===== src/rtl/jsu_pkg.sv =====
`timescale 1ns / 1ps
package jsu_pkg;

	localparam int QDEPTH = 4;
	localparam int QAW    = 2;

	localparam logic [3:0] ST_CONT     = 4'd0;
	localparam logic [3:0] ST_DONE     = 4'd1;
	localparam logic [3:0] ST_BAD_HEX  = 4'd2;
	localparam logic [3:0] ST_UNP_HIGH = 4'd3;
	localparam logic [3:0] ST_BAD_LOW  = 4'd4;
	localparam logic [3:0] ST_UNP_LOW  = 4'd5;
	localparam logic [3:0] ST_BAD_ESC  = 4'd6;
	localparam logic [3:0] ST_CTRL     = 4'd7;
	localparam logic [3:0] ST_UNT_ESC  = 4'd8;
	localparam logic [3:0] ST_UNT_STR  = 4'd9;

	typedef struct packed {
		logic [3:0][7:0] bytes;
		logic [1:0]      nlast;
		logic            has_data;
		logic [3:0]      status;
	} entry_t;

	typedef struct packed {
		logic [3:0][7:0] b;
		logic [1:0]      nlast;
	} utf8_t;

	typedef struct packed {
		logic       ok;
		logic [3:0] val;
	} hex_t;

	function automatic hex_t hex_dec(input logic [7:0] c);
		hex_t r;
		r.ok  = 1'b1;
		r.val = 4'd0;
		if (c >= 8'h30 && c <= 8'h39) begin
			r.val = 4'(c - 8'h30);
		end else if (c >= 8'h61 && c <= 8'h66) begin
			r.val = 4'(c - 8'h57);
		end else if (c >= 8'h41 && c <= 8'h46) begin
			r.val = 4'(c - 8'h37);
		end else begin
			r.ok = 1'b0;
		end
		return r;
	endfunction

	function automatic utf8_t utf8_enc(input logic [20:0] cp);
		utf8_t r;
		r.b = '0;
		if (cp < 21'h80) begin
			r.b[0]  = cp[7:0];
			r.nlast = 2'd0;
		end else if (cp < 21'h800) begin
			r.b[0]  = {3'b110, cp[10:6]};
			r.b[1]  = {2'b10, cp[5:0]};
			r.nlast = 2'd1;
		end else if (cp < 21'h10000) begin
			r.b[0]  = {4'b1110, cp[15:12]};
			r.b[1]  = {2'b10, cp[11:6]};
			r.b[2]  = {2'b10, cp[5:0]};
			r.nlast = 2'd2;
		end else begin
			r.b[0]  = {5'b11110, cp[20:18]};
			r.b[1]  = {2'b10, cp[17:12]};
			r.b[2]  = {2'b10, cp[11:6]};
			r.b[3]  = {2'b10, cp[5:0]};
			r.nlast = 2'd3;
		end
		return r;
	endfunction

endpackage


===== src/rtl/jsu_front.sv =====
`timescale 1ns / 1ps
module jsu_front (
	input  logic              clk,
	input  logic              arst_n,
	input  logic              acc,
	input  logic [7:0]        char_byte,
	output jsu_pkg::entry_t   entry
);

	localparam logic [2:0] M_NORMAL  = 3'd0;
	localparam logic [2:0] M_ESCAPE  = 3'd1;
	localparam logic [2:0] M_HEX_HI  = 3'd2;
	localparam logic [2:0] M_WANT_BS = 3'd3;
	localparam logic [2:0] M_WANT_U  = 3'd4;
	localparam logic [2:0] M_HEX_LO  = 3'd5;

	logic [2:0]  mode_q, mode_d;
	logic [1:0]  cnt_q, cnt_d;
	logic [11:0] acc_q, acc_d;
	logic [9:0]  high_q, high_d;

	jsu_pkg::hex_t  hx;
	jsu_pkg::utf8_t enc;
	logic [15:0]    code;
	logic [20:0]    pair_cp;

	assign hx      = jsu_pkg::hex_dec(char_byte);
	assign code    = {acc_q, hx.val};
	assign pair_cp = 21'h10000 + {1'b0, high_q, code[9:0]};

	always_comb begin
		mode_d         = mode_q;
		cnt_d          = cnt_q;
		acc_d          = acc_q;
		high_d         = high_q;
		entry          = '0;
		entry.status   = jsu_pkg::ST_CONT;
		enc            = '0;
		case (mode_q)
			M_NORMAL: begin
				if (char_byte == 8'h00) begin
					entry.status = jsu_pkg::ST_UNT_STR;
				end else if (char_byte == 8'h22) begin
					entry.status = jsu_pkg::ST_DONE;
				end else if (char_byte == 8'h5C) begin
					mode_d = M_ESCAPE;
				end else if (char_byte < 8'h20) begin
					entry.status = jsu_pkg::ST_CTRL;
				end else begin
					entry.has_data = 1'b1;
					entry.bytes[0] = char_byte;
				end
			end
			M_ESCAPE: begin
				mode_d = M_NORMAL;
				entry.has_data = 1'b1;
				case (char_byte)
					8'h00: begin
						entry.has_data = 1'b0;
						entry.status   = jsu_pkg::ST_UNT_ESC;
					end
					8'h22: entry.bytes[0] = 8'h22;
					8'h5C: entry.bytes[0] = 8'h5C;
					8'h2F: entry.bytes[0] = 8'h2F;
					8'h62: entry.bytes[0] = 8'h08;
					8'h66: entry.bytes[0] = 8'h0C;
					8'h6E: entry.bytes[0] = 8'h0A;
					8'h72: entry.bytes[0] = 8'h0D;
					8'h74: entry.bytes[0] = 8'h09;
					8'h75: begin
						entry.has_data = 1'b0;
						mode_d         = M_HEX_HI;
						cnt_d          = 2'd0;
						acc_d          = '0;
					end
					default: begin
						entry.has_data = 1'b0;
						entry.status   = jsu_pkg::ST_BAD_ESC;
					end
				endcase
			end
			M_HEX_HI, M_HEX_LO: begin
				if (!hx.ok) begin
					entry.status = jsu_pkg::ST_BAD_HEX;
				end else if (cnt_q != 2'd3) begin
					acc_d = {acc_q[7:0], hx.val};
					cnt_d = cnt_q + 2'd1;
				end else begin
					cnt_d = 2'd0;
					acc_d = '0;
					if (mode_q == M_HEX_HI) begin
						if (code[15:10] == 6'b110110) begin
							high_d = code[9:0];
							mode_d = M_WANT_BS;
						end else if (code[15:10] == 6'b110111) begin
							entry.status = jsu_pkg::ST_UNP_LOW;
						end else begin
							enc            = jsu_pkg::utf8_enc({5'd0, code});
							entry.has_data = 1'b1;
							entry.bytes    = enc.b;
							entry.nlast    = enc.nlast;
							mode_d         = M_NORMAL;
						end
					end else begin
						if (code[15:10] != 6'b110111) begin
							entry.status = jsu_pkg::ST_BAD_LOW;
						end else begin
							enc            = jsu_pkg::utf8_enc(pair_cp);
							entry.has_data = 1'b1;
							entry.bytes    = enc.b;
							entry.nlast    = enc.nlast;
							high_d         = '0;
							mode_d         = M_NORMAL;
						end
					end
				end
			end
			M_WANT_BS: begin
				if (char_byte == 8'h5C) begin
					mode_d = M_WANT_U;
				end else begin
					entry.status = jsu_pkg::ST_UNP_HIGH;
				end
			end
			M_WANT_U: begin
				if (char_byte == 8'h75) begin
					mode_d = M_HEX_LO;
					cnt_d  = 2'd0;
					acc_d  = '0;
				end else begin
					entry.status = jsu_pkg::ST_UNP_HIGH;
				end
			end
			default: begin
				entry.status = jsu_pkg::ST_UNT_STR;
			end
		endcase
		if (entry.status != jsu_pkg::ST_CONT) begin
			mode_d = M_NORMAL;
			cnt_d  = 2'd0;
			acc_d  = '0;
			high_d = '0;
		end
	end

	always_ff @(posedge clk or negedge arst_n) begin
		if (!arst_n) begin
			mode_q <= M_NORMAL;
			cnt_q  <= 2'd0;
			acc_q  <= '0;
			high_q <= '0;
		end else if (acc) begin
			mode_q <= mode_d;
			cnt_q  <= cnt_d;
			acc_q  <= acc_d;
			high_q <= high_d;
		end
	end

endmodule


===== src/rtl/jsu_queue.sv =====
`timescale 1ns / 1ps
module jsu_queue (
	input  logic              clk,
	input  logic              arst_n,
	input  logic              wr,
	input  jsu_pkg::entry_t   wr_entry,
	input  logic              rd,
	output jsu_pkg::entry_t   head,
	output logic              q_full,
	output logic              q_empty
);

	jsu_pkg::entry_t            mem_q [jsu_pkg::QDEPTH];
	logic [jsu_pkg::QAW-1:0]    wp_q, rp_q;
	logic [jsu_pkg::QAW:0]      cnt_q;

	assign head    = mem_q[rp_q];
	assign q_full  = (cnt_q == (jsu_pkg::QAW+1)'(jsu_pkg::QDEPTH));
	assign q_empty = (cnt_q == '0);

	always_ff @(posedge clk) begin
		if (wr) begin
			mem_q[wp_q] <= wr_entry;
		end
	end

	always_ff @(posedge clk or negedge arst_n) begin
		if (!arst_n) begin
			wp_q  <= '0;
			rp_q  <= '0;
			cnt_q <= '0;
		end else begin
			if (wr) begin
				wp_q <= wp_q + (jsu_pkg::QAW)'(1);
			end
			if (rd) begin
				rp_q <= rp_q + (jsu_pkg::QAW)'(1);
			end
			case ({wr, rd})
				2'b10:   cnt_q <= cnt_q + (jsu_pkg::QAW+1)'(1);
				2'b01:   cnt_q <= cnt_q - (jsu_pkg::QAW+1)'(1);
				default: cnt_q <= cnt_q;
			endcase
		end
	end

endmodule


===== src/rtl/jsu_back.sv =====
`timescale 1ns / 1ps
module jsu_back (
	input  logic              clk,
	input  logic              arst_n,
	input  jsu_pkg::entry_t   head,
	input  logic              q_empty,
	input  logic              pop,
	output logic              deq,
	output logic [7:0]        data_byte,
	output logic              byte_valid,
	output logic [3:0]        status,
	output logic              last
);

	logic [1:0] k_q;
	logic       take;

	assign take       = pop & ~q_empty;
	assign last       = (k_q == head.nlast);
	assign deq        = take & last;
	assign byte_valid = head.has_data;
	assign data_byte  = head.has_data ? head.bytes[k_q] : 8'h00;
	assign status     = head.status;

	always_ff @(posedge clk or negedge arst_n) begin
		if (!arst_n) begin
			k_q <= 2'd0;
		end else if (take) begin
			k_q <= last ? 2'd0 : k_q + 2'd1;
		end
	end

endmodule


===== src/rtl/json_string_unescape_utf8.sv =====
`timescale 1ns / 1ps
// channel  | handshake              | payload
// input    | push / full            | char_byte
// result   | empty / pop            | data_byte, byte_valid, status, last
//
// One input item per cycle unless full; decoder state updates in the accepting cycle.
// Each item becomes one entry of 1 to 4 result items, read one per cycle while popped.
// A four-entry queue separates decoder and serializer; full rises only when it is full.
// arst_n clears decoder state, queue pointers and the serializer's byte index.
module json_string_unescape_utf8 (
	input  logic       clk,
	input  logic       arst_n,
	input  logic       push,
	output logic       full,
	input  logic [7:0] char_byte,
	output logic       empty,
	input  logic       pop,
	output logic [7:0] data_byte,
	output logic       byte_valid,
	output logic [3:0] status,
	output logic       last
);

	jsu_pkg::entry_t new_entry, head;
	logic            acc, deq, q_empty;

	assign acc   = push & ~full;
	assign empty = q_empty;

	jsu_front u_front (
		.clk       (clk),
		.arst_n    (arst_n),
		.acc       (acc),
		.char_byte (char_byte),
		.entry     (new_entry)
	);

	jsu_queue u_queue (
		.clk      (clk),
		.arst_n   (arst_n),
		.wr       (acc),
		.wr_entry (new_entry),
		.rd       (deq),
		.head     (head),
		.q_full   (full),
		.q_empty  (q_empty)
	);

	jsu_back u_back (
		.clk        (clk),
		.arst_n     (arst_n),
		.head       (head),
		.q_empty    (q_empty),
		.pop        (pop),
		.deq        (deq),
		.data_byte  (data_byte),
		.byte_valid (byte_valid),
		.status     (status),
		.last       (last)
	);

endmodule


===== config.mk =====
export PLATFORM = sky130hd
export DESIGN_NAME = json_string_unescape_utf8
export DESIGN_NICKNAME = d
export VERILOG_FILES = /design/src/rtl/jsu_pkg.sv /design/src/rtl/jsu_front.sv /design/src/rtl/jsu_queue.sv /design/src/rtl/jsu_back.sv /design/src/rtl/json_string_unescape_utf8.sv
export SDC_FILE = /design/constraint.sdc
export NUM_CORES = 1
export LEC_CHECK = 0
export ABC_AREA = 1
export BUFFER_PORTS_ARGS = -buffer_cell sky130_fd_sc_hd__buf_2
export CORE_MARGIN = 5
export CORE_UTILIZATION = 63
export DETAILED_ROUTE_END_ITERATION = 10
export GPL_ROUTABILITY_DRIVEN = 0
export PLACE_DENSITY = 0.81
export SETUP_SLACK_MARGIN = 0.4
export SYNTH_ARGS = -nofsm -noshare
export SYNTH_HDL_FRONTEND = slang
export SYNTH_SLANG_ARGS = --single-unit

===== constraint.sdc =====
create_clock -name clk -period 3.1 [get_ports clk]
set_input_delay 0.155 -clock clk [delete_from_list [all_inputs] [get_ports clk]]
set_output_delay 0.155 -clock clk [all_outputs]
set_load 0.02 [all_outputs]

# Yosys cells after proc, flatten, opt, wreduce, memory -nomap -nowiden

Memories as Yosys holds them, arrays and structs flattened.
Cells that the tools add are included.

$add $sub $neg: 10
$lt $le $gt $ge: 13
Eq/ne operators: 35
Muxes and demuxes: 99
Bitwise gates (word level): 5
Reductions and logical operators: 19

Operators by type and width:

| operator                                                          | number |
|---|---|
| two-way mux 26 bit                                                | 15 |
| two-way mux 39 bit                                                | 3 |
| two-way mux 35 bit                                                | 3 |
| two-way mux 10 bit                                                | 9 |
| two-way mux 24 bit                                                | 3 |
| two-way mux 8 bit                                                 | 8 |
| == test 8 x 7 -> 1 bit, second input constant                     | 7 |
| one-hot mux 7 bit (8 select lines)                                | 1 |
| two-way mux 12 bit                                                | 4 |
| two-way mux 3 bit                                                 | 15 |
| two-way mux 18 bit                                                | 2 |
| two-way mux 16 bit                                                | 2 |
| two-way mux 4 bit                                                 | 6 |
| one-hot mux 12 bit (2 select lines)                               | 1 |
| one-hot mux 8 bit (3 select lines)                                | 1 |
| adder 17 x 20 -> 21 bit, first input constant                     | 1 |
| < comparator 21 x 12 -> 1 bit, second input constant              | 1 |
| < comparator 21 x 17 -> 1 bit, second input constant              | 1 |
| < comparator 21 x 8 -> 1 bit, second input constant               | 1 |
| one-hot mux 4 bit (5 select lines)                                | 1 |
| two-way mux 2 bit                                                 | 9 |
| binary-select mux 8 bit (select 2 bit)                            | 1 |
| == test 8 x 6 -> 1 bit, second input constant                     | 2 |
| greater-or-equal comparator 8 x 7 -> 1 bit, second input constant | 2 |
| other kinds (48)                                                  | 82 |

Flip-flop bits (word level): 36
RAM bits: 156
Input port bits: 12
Output and inout bits: 16
Word-level logic and storage cells: 190
Memories kept: 1

Memory list:

| memory        | words | width | read ports | clocked after memory_dff | wr ports | line            | text |
|---|---|---|---|---|---|---|---|
| u_queue.mem_q | 4     | 39    | 1          | 0                        | 1        | jsu_queue.sv:13 | `jsu_pkg::entry_t mem_q [jsu_pkg::QDEPTH];` |

# Depth between registers and ports, before layout

Gate-level depths: netlist of run 1.

Word-level depth: 25
Depth in mapped cells: 17
Mapped depth without buffers: 16

# By module

From an unflattened synthesis of run 1, not the netlist that was laid out.

Cells, all modules: 1196
Area, all modules: 10752.8 sq um

By module, submodules not included:

| module                    | times used | cells an instance | area each (sq um) | sequential area each (sq um) |
|---|---|---|---|---|
| jsu_queue                 | 1          | 504               | 6809.0            | 4859.7 |
| jsu_front                 | 1          | 562               | 3313.2            | 675.6 |
| jsu_back                  | 1          | 128               | 620.6             | 50.0 |
| json_string_unescape_utf8 | 1          | 2                 | 10.0              | 0.0 |

# Worst setup path before layout of run 1

No wires, ideal clock.

Path type: flip-flop to flip-flop
From: register u_queue.cnt_q[0] in the netlist's numbering
To: memory u_queue.mem_q[0][0] in the netlist's numbering (enable)
Library setup time: 0.427 ns
Arrival: 2.189 ns
Data required time: 2.673 ns
Slack: 0.483 ns
Stages on the path, launching flop included: 5
Buffers on the path: 0
Clock period less this slack: 2.617 ns
Cells stage by stage: dfrtp_1 -> inv_1 -> nand2_1 -> o21ai_1 -> nor2_1

Word-level cells in the longest chain between the ends: 5

Ends and longest elaborated chain:

| element                                 | line                            | text |
|---|---|---|
| start: declaration                      | jsu_queue.sv:15                 | `logic [jsu_pkg::QAW:0] cnt_q;` |
| start signal: assignment                | jsu_queue.sv:40                 | `2'b10: cnt_q <= cnt_q + (jsu_pkg::QAW+1)'(1);` |
| start signal: assignment                | jsu_queue.sv:41                 | `2'b01: cnt_q <= cnt_q - (jsu_pkg::QAW+1)'(1);` |
| start signal: assignment                | jsu_queue.sv:42                 | `default: cnt_q <= cnt_q;` |
| == test 3 bit                           | jsu_queue.sv:18                 | `assign q_full = (cnt_q == (jsu_pkg::QAW+1)'(jsu_pkg::QDEPTH));` |
| NOT 1 bit                               | json_string_unescape_utf8.sv:27 | `assign acc = push & ~full;` |
| AND 1 bit                               | json_string_unescape_utf8.sv:27 |  |
| two-way mux 1 bit                       | jsu_queue.sv:22                 | `if (wr) begin` |
| two-way mux 1 bit (implied by the code) | jsu_queue.sv:23                 | `mem_q[wp_q] <= wr_entry;` |
| end: declaration                        | jsu_queue.sv:13                 |  |

Every way passes these cells.

# Worst setup path in the final report of run 1

From: register u_queue.rp_q[0] in the netlist's numbering
To: output data_byte[4]

Word-level cells in the longest chain between the ends: 4

Ends and longest elaborated chain:

| element                                 | line                            | text |
|---|---|---|
| start: declaration                      | jsu_queue.sv:14                 | `logic [jsu_pkg::QAW-1:0] wp_q, rp_q;` |
| start signal: assignment                | jsu_queue.sv:37                 | `rp_q <= rp_q + (jsu_pkg::QAW)'(1);` |
| memory (4 x 39 bit) *                   | --                              |  |
| binary-select mux 8 bit (select 2 bit)  | jsu_back.sv:22                  | `assign data_byte = head.has_data ? head.bytes[k_q] : 8'h00;` |
| two-way mux 8 bit (implied by the code) | jsu_back.sv:22                  |  |
| two-way mux 8 bit *                     | jsu_back.sv:22                  |  |
| end: declaration                        | json_string_unescape_utf8.sv:18 | `output logic [7:0] data_byte,` |

Mark *: on every way between the ends. The rest lies on a longest branch, timed or not. The select of a mux whose other input is x is not followed.

==> summary.md, run 1 <==
| Metric | Value |
|---|---|
| Status | `finished, final reports clean` |
| Seq/Total Area, Yosys | `55.80%` |
| Critical Path, Cell by Cell | `clkinv_2 > buf_4 > o21ai_0 > o221ai_1 > nand3_1 > nand2_1 > buf_2` |
| Count of pins over their slew limit | `0` |
| Initial antenna violation count | `0` |
| Sum of negative setup slack | `0 ps` |
| Area occupied by multi-input gates | `3537 µm²` |
| F_max | `378.8 MHz` |
| PwrDens | `863.6 nW/µm²` |
| Top cells by area, synth | `edfxtp_1 (46%), dfrtp_1 (9.8%), nand2_1 (8.4%)` |
| Ports | `28` |
| Crit path kind | `flip-flop to primary output` |
| Post-DP HPWL | `16060 µm` |
| Die extent in y | `130.5 µm` |
| Netlist cell types | `44` |
| Ys Warns | `0` |
| Core area | `14370 µm²` |
| Clock tree buffer depth | `2` |
| DRT Pass-1 Iters | `5` |
| Top delay family on crit path | `buffers and inverters` |
| Port bufs | `27` |
| DIE WIDTH | `130.5 µm` |
| Worst slack, placed | `269.6 ps` |
| Mean Syn Cell Area | `9.140 µm²` |
| Worst path arrival time | `2490 ps` |
| Maxcap violations | `0` |
| H-Tree Depth | `4` |
| Critical Path Source Type | `flip-flop` |
| Total global routing overflow | `0` |
| Period utilization | `85.17%` |
| Gr usage total | `28.62%` |
| Full die area | `17030 µm²` |
| Relative slew margins | `40.91%` |
| Max rail drop VDD | `0.5743 mV` |
| RSZ-0062 raised after global routing | `yes` |
| Via count | `7713` |
| TritonCTS clock tree | `done` |
| Vias per cell | `6.250` |
| Remaining DRCs | `0` |
| Fin nets | `1061` |
| Max FO, Critical Path | `52` |
| Slowest cell on crit path | `buf_4` |
| Number of buffers created by CTS | `17` |
| Yosys reg bits | `176` |
| Antenna diode count | `0` |
| Worst-Margin Slew | `886.3 ps` |
| Setup ws final | `459.8 ps` |
| Largest net degree at the start of global routing | `55` |
| FILL cells | `1056` |
| Clock root buffer | `clkbuf_16` |
| CP Capture Type | `primary output` |
| Vias in the first global route | `7116` |
| Register area | `5107 µm²` |
| Detailed Route WL | `23750 µm` |
| Syn_nets | `1025` |
| Endpoints failing hold | `0` |
| Post-DP Area | `9537 µm²` |
| FP Rows | `44` |
| Synth top area share | `45.95%` |
| Fraction of final layout cells sized beyond drive strength 1 | `12.76%` |
| Starting Density | `63.67%` |
| Avg WL per Cell | `19.24 µm` |
| Antenna Nets Post-Route | `0` |
| CP Buf/Inv Count | `3` |
| Count leader, synth | `nand2_1` |
| Yosys top cell by area | `edfxtp_1` |
| Post-synth EDFFs | `140` |
| Largest stage delay on the critical path | `470 ps` |
| CP required | `2940 ps` |
| First-pass GRT wire length | `37250 µm` |
| Post-layout min period | `2640 ps` |
| Mapped cell area | `9149 µm²` |
| Clock slew at reported path FFs | `70 ps` |
| Asr flop ratio synth | `20.45%` |
| DR iter-0 viols | `871` |
| # clock sinks | `176` |
| Final Cell Area | `10190 µm²` |
| Cell leakage power | `0.004200 µW` |
| Worst Hold Slack | `164.2 ps` |
| Ys flop type | `edfxtp_1` |
| Clock skew | `8.067 ps` |
| Area grow syn2layout | `11.39%` |
| Commonest cells in the netlist | `nand2_1 (205), edfxtp_1 (140), nor2_1 (134)` |
| Final setup vio count | `0` |
| Clock latency on the worst-skew pair | `430 ps` |
| Worst min path class | `primary input to flip-flop` |
| Post-Syn Instances | `1001` |
[registers in the layout, summed over array words and instances (netlist names)]
name / cells
u_queue.rp_q: 2
u_front.high_q: 10
u_queue.cnt_q: 3
u_front.mode_q: 3
u_back.k_q: 2
u_queue.wp_q: 2
u_front.acc_q: 12
u_queue.mem_q: 140
u_front.cnt_q: 2
[worst register-to-register path, delay by kind of cell, from the launching register on]
| family | cells | cell delay [ps] |
|---|---|---|
| AO/OA/AOI/OAI | 3 | 810 |
| AND/OR/NAND/NOR | 5 | 750 |
| flip-flops | 1 | 470 |
| adder cells (fa/ha/maj) | 1 | 260 |
| buffers and inverters | 1 | 60 |
[final timing paths]
kind | start | endpoint | slack (ps) | cells after the start
worst max-delay path | u_queue.rp_q[0] | data_byte[4] | 460 | 7
worst min-delay path | pop | u_back.k_q[0] | 160 | 5
worst max register to register | u_front.high_q[6] | u_queue.mem_q[3][20] | 480 | 10
worst min register to register | u_queue.cnt_q[0] | u_queue.cnt_q[0] | 480 | 1
max in group asynchronous | arst_n | u_front.high_q[6] | 2100 | 2
min in group asynchronous | arst_n | u_front.mode_q[1] | 380 | 2
[cell usage in the layout (no fill, tap or decap), types with 9 or more instances in the layout]
cell and count:
a21oi_1 31, buf_2 27, buf_4 29, clkbuf_16 17, dfrtp_1 34, edfxtp_1 140, ha_1 11, inv_1 86
inv_2 9, nand2_1 205, nand3_1 68, nand4_1 36, nor2_1 129, nor2_2 9, nor3_1 14, o211ai_1 12
o21ai_0 83, o221ai_1 29
[power by group]
part | switching (µW) | internal, µW | total (µW)
combinational | 2520 | 987 | 3500
sequential | 151 | 3070 | 3220
clock | 895 | 1180 | 2080
total | 3560 | 5240 | 8800
[cell families after synthesis]
logic type | share of synthesized area (%)
xor+xnor | 1.039
fa+ha+maj | 1.723
buf+inv | 6.209
compound gates | 11.78
flops | 55.80
simple gates | 23.45
[layout make-up]
class / instances / area share [%]
clock buffer: 18 / 4.211
sequential: 176 / 50.12
inverter: 99 / 3.659
tap: 184 / 2.259
multi-input combinational: 685 / 34.71
timing repair buffer: 58 / 3.671
clock inverter: 14 / 1.375
[per-stage QoR]
| stage | power [µW] | instances | util (%) |
|---|---|---|---|
| floorplan | 5644 | 1001 | - |
| global placement | 6596 | 1196 | 66.37 |
| detailed placement | 6691 | 1196 | 66.37 |
| CTS | 8798 | 1232 | 70.61 |
| global route | 9259 | 1234 | 70.92 |
| finish | 8801 | 1234 | 70.92 |
[per-layer routing]
layer  wire length, µm  GRT usage [%]  vias up
li1                  -              -     3555
met1              9188          38.03     3639
met2             11830          47.55      457
met3              2130          5.691       62
met4               601          9.679        0
met5                 0              0        -
[repair_timing]
item                                   4_1_cts  5_1_grt
endpoints found under the hold margin       36        0
buffers inserted                             3        2
pin swaps                                    1        1
hold buffers                                 1        0
resized for setup                            3        7
setup endpoints to repair                   24       79
No activity file was read; power rests on OpenSTA's default activity.
==> inputs of run 2 (changes only) <==
- CELL_PAD_IN_SITES_DETAIL_PLACEMENT: unset -> 0
- CELL_PAD_IN_SITES_GLOBAL_PLACEMENT: unset -> 1
- CORE_UTILIZATION: 63 -> 49
- CTS_BUF_LIST: unset -> sky130_fd_sc_hd__clkbuf_8 sky130_fd_sc_hd__clkbuf_16
- PLACE_DENSITY: 0.81 -> unset
- PLACE_DENSITY_LB_ADDON: unset -> 0.1
==> run 2 against run 1 <==
Against the previous run: first-iteration DRC count shrank 19%; sequential share of layout area shrank 0.54 points; critical endpoint is now u_queue.mem_q[1][17]; die area grew 26%; register-to-register slack gained 40 ps; worst setup slack gained 56 ps; total power grew 2.2%; flip-flop and latch count is the same; highest routed layer unchanged; largest power group unchanged.
==> summary.md, run 2 (same netlist as run 1, synthesis figures left out) <==
| Metric | Value |
|---|---|
| Vias per cell | `5.686 (-9.0%)` |
| Critical Path Source Type | `flip-flop` |
| FP Rows | `50 (+14%)` |
| Clock tree buffer depth | `2 (unchanged)` |
| Via count | `7278 (-5.6%)` |
| Worst Hold Slack | `146.2 ps (-18.00 ps)` |
| Endpoints failing hold | `0 (unchanged)` |
| Worst slack, placed | `346.6 ps (+76.95 ps)` |
| Count of pins over their slew limit | `0 (unchanged)` |
| Die extent in y | `146.6 µm (+12%)` |
| # clock sinks | `176 (unchanged)` |
| Relative slew margins | `39.97% (-0.95 points)` |
| Max FO, Critical Path | `8 (-85%)` |
| F_max | `387.0 MHz (+2.2%)` |
| GR peak layer | `met2` |
| Clock latency on the worst-skew pair | `430 ps (about the same)` |
| Initial antenna violation count | `0 (unchanged)` |
| Final Core Density | `55.62% (-15 points)` |
| Maxcap violations | `0 (unchanged)` |
| Cell leakage power | `0.004222 µW (+0.53%)` |
| Number of buffers created by CTS | `17 (unchanged)` |
| Starting Density | `49.41% (-14 points)` |
| Vias in the first global route | `6879 (-3.3%)` |
| Post-DP Area | `9592 µm² (+0.58%)` |
| Most frequent cells in the layout | `nand2_1 (205), edfxtp_1 (140), nor2_1 (130)` |
| Avg WL per Cell | `18.58 µm (-3.5%)` |
| Crit Reg-Reg Startpoint | `u_front.high_q[6]` |
| H-Tree Depth | `4 (unchanged)` |
| RR Endpoint | `u_queue.mem_q[1][17]` |
| M1 GR Usage | `31.05% (-7.0 points)` |
| Core area | `18520 µm² (+29%)` |
| DR iter-0 viols | `708 (-19%)` |
| Max rail drop VDD | `0.4530 mV (-21%)` |
| Final setup vio count | `0 (unchanged)` |
| Worst R2R Setup Slack | `520 ps (+40 ps)` |
| Detailed Route WL | `23780 µm (+0.13%)` |
| Largest net degree at the start of global routing | `43 (-22%)` |
| Final Cell Area | `10300 µm² (+1.1%)` |
| CP required | `3260 ps (+320 ps)` |
| Gr usage total | `22.36% (-6.3 points)` |
| DIE WIDTH | `146.6 µm (+12%)` |
| Crit path kind | `flip-flop to flip-flop` |
| Clock root buffer | `clkbuf_16` |
| Full die area | `21500 µm² (+26%)` |
| Antenna diode count | `0 (unchanged)` |
| PwrDens | `873.2 nW/µm² (+1.1%)` |
| DRT Pass-1 Iters | `5 (unchanged)` |
| First-pass GRT wire length | `37650 µm (+1.1%)` |
| Setup ws final | `515.7 ps (+55.89 ps)` |
| Leading cell type in the layout, fill and taps excluded | `nand2_1` |
| GRT met3 Usage | `3.818% (-1.9 points)` |
| RSZ-0062 raised after global routing | `yes` |
| Worst min path class | `primary input to flip-flop` |
| Remaining DRCs | `0 (unchanged)` |
| Fin nets | `1057 (-0.38%)` |
| Post-layout min period | `2584 ps (-55.89 ps)` |
| Total global routing overflow | `0 (unchanged)` |
| Clock skew | `10.71 ps (+2.646 ps)` |
| TritonCTS clock tree | `done` |
| R2r worst-path depth | `10 (unchanged)` |
| FILL cells | `1694 (+60%)` |
| Area grow syn2layout | `12.58%` |
| Hold Path Stages | `5 (unchanged)` |
| Port bufs | `27 (unchanged)` |
| Hold Path Origin | `pop` |
| Biggest register | `u_queue.mem_q` |
| Worst path arrival time | `2740 ps (+250 ps)` |
| Clock slew at reported path FFs | `70 ps (about the same)` |
| Max reg flops | `140 (unchanged)` |
| Worst-Margin Slew | `900.5 ps (+14.19 ps)` |
| Met2 Use GR | `35.93% (-12 points)` |
| Sum of negative setup slack | `0 ps (unchanged)` |
| CP Capture Type | `flip-flop` |
| Worst hold endpoint | `u_back.k_q[0]` |
| Period utilization | `83.36% (-1.8 points)` |
| Fraction of final layout cells sized beyond drive strength 1 | `12.24% (-0.52 points)` |
| Status | `finished, final reports clean` |
| Biggest regs | `u_queue.mem_q: 140 flops, u_front.acc_q: 12 flops, u_front.high_q: 10 flops` |
| Antenna Nets Post-Route | `0 (unchanged)` |
| Post-DP HPWL | `16480 µm (+2.6%)` |
| Ports | `28 (unchanged)` |
## run 2: how the worst max path moves through the flow
stage	from	to	slack (ps)	depth (start not counted)
3_5_place_dp	u_front.high_q[6]	u_queue.mem_q[3][27]	350	10
5_1_grt	u_front.mode_q[2]	u_front.acc_q[1]	350	11
6_report	u_front.high_q[6]	u_queue.mem_q[1][17]	520	10
2_1_floorplan	u_queue.cnt_q[0]	u_queue.mem_q[0][0]	480	4
4_1_cts	u_front.high_q[6]	u_queue.mem_q[2][14]	470	12
3_3_place_gp	u_front.high_q[6]	u_queue.mem_q[2][24]	410	10
## run 2: per-layer routing
layer  routed length [µm]  up-vias
met5                    0        -
met2                11170      241
met3                 1220       48
met1                10820     3446
met4                  571        0
li1                     -     3543
## run 2: cell type report
class	instances	area [µm²]	share of cell area (%)
inverter	99	371.6	3.608
sequential	176	5106	49.57
clock buffer	17	425.4	4.130
tap	234	292.8	2.843
multi-input combinational	685	3532	34.29
timing repair buffer	54	344.1	3.341
clock inverter	15	227.7	2.211
## run 2: worst max-delay path, cell delays in order (launching register included)
cell and delay [ps]:
dfrtp_1 490, ha_1 280, inv_1 60, nand2_1 40, nand2_1 60, nand3_1 170, nor2_4 230, nand2_1 210
a21oi_1 210, o221ai_1 130, a21oi_1 430
## run 2: what timing repair did
| action | 4_1_cts | 5_1_grt |
|---|---|---|
| setup endpoints to repair | 10 | 38 |
| buffers inserted | 1 | 1 |
| hold buffers | 1 | 0 |
| endpoints found under the hold margin | 36 | 0 |
| pin swaps | 1 | 0 |
| resized for setup | 0 | 6 |
## run 2: report_power, final
group          switching (µW)  internal [µW]  total [µW]
clock                     912           1440        2360
combinational            2460            969        3430
sequential                143           3070        3210
total                    3520           5480        8990
## run 2: metrics by stage
stage	instances	power (µW)
final	1280	8994
after global routing	1280	9536
after CTS	1279	9056
after detailed placement	1245	6709
after floorplan	1001	5644
after global placement	1245	6700
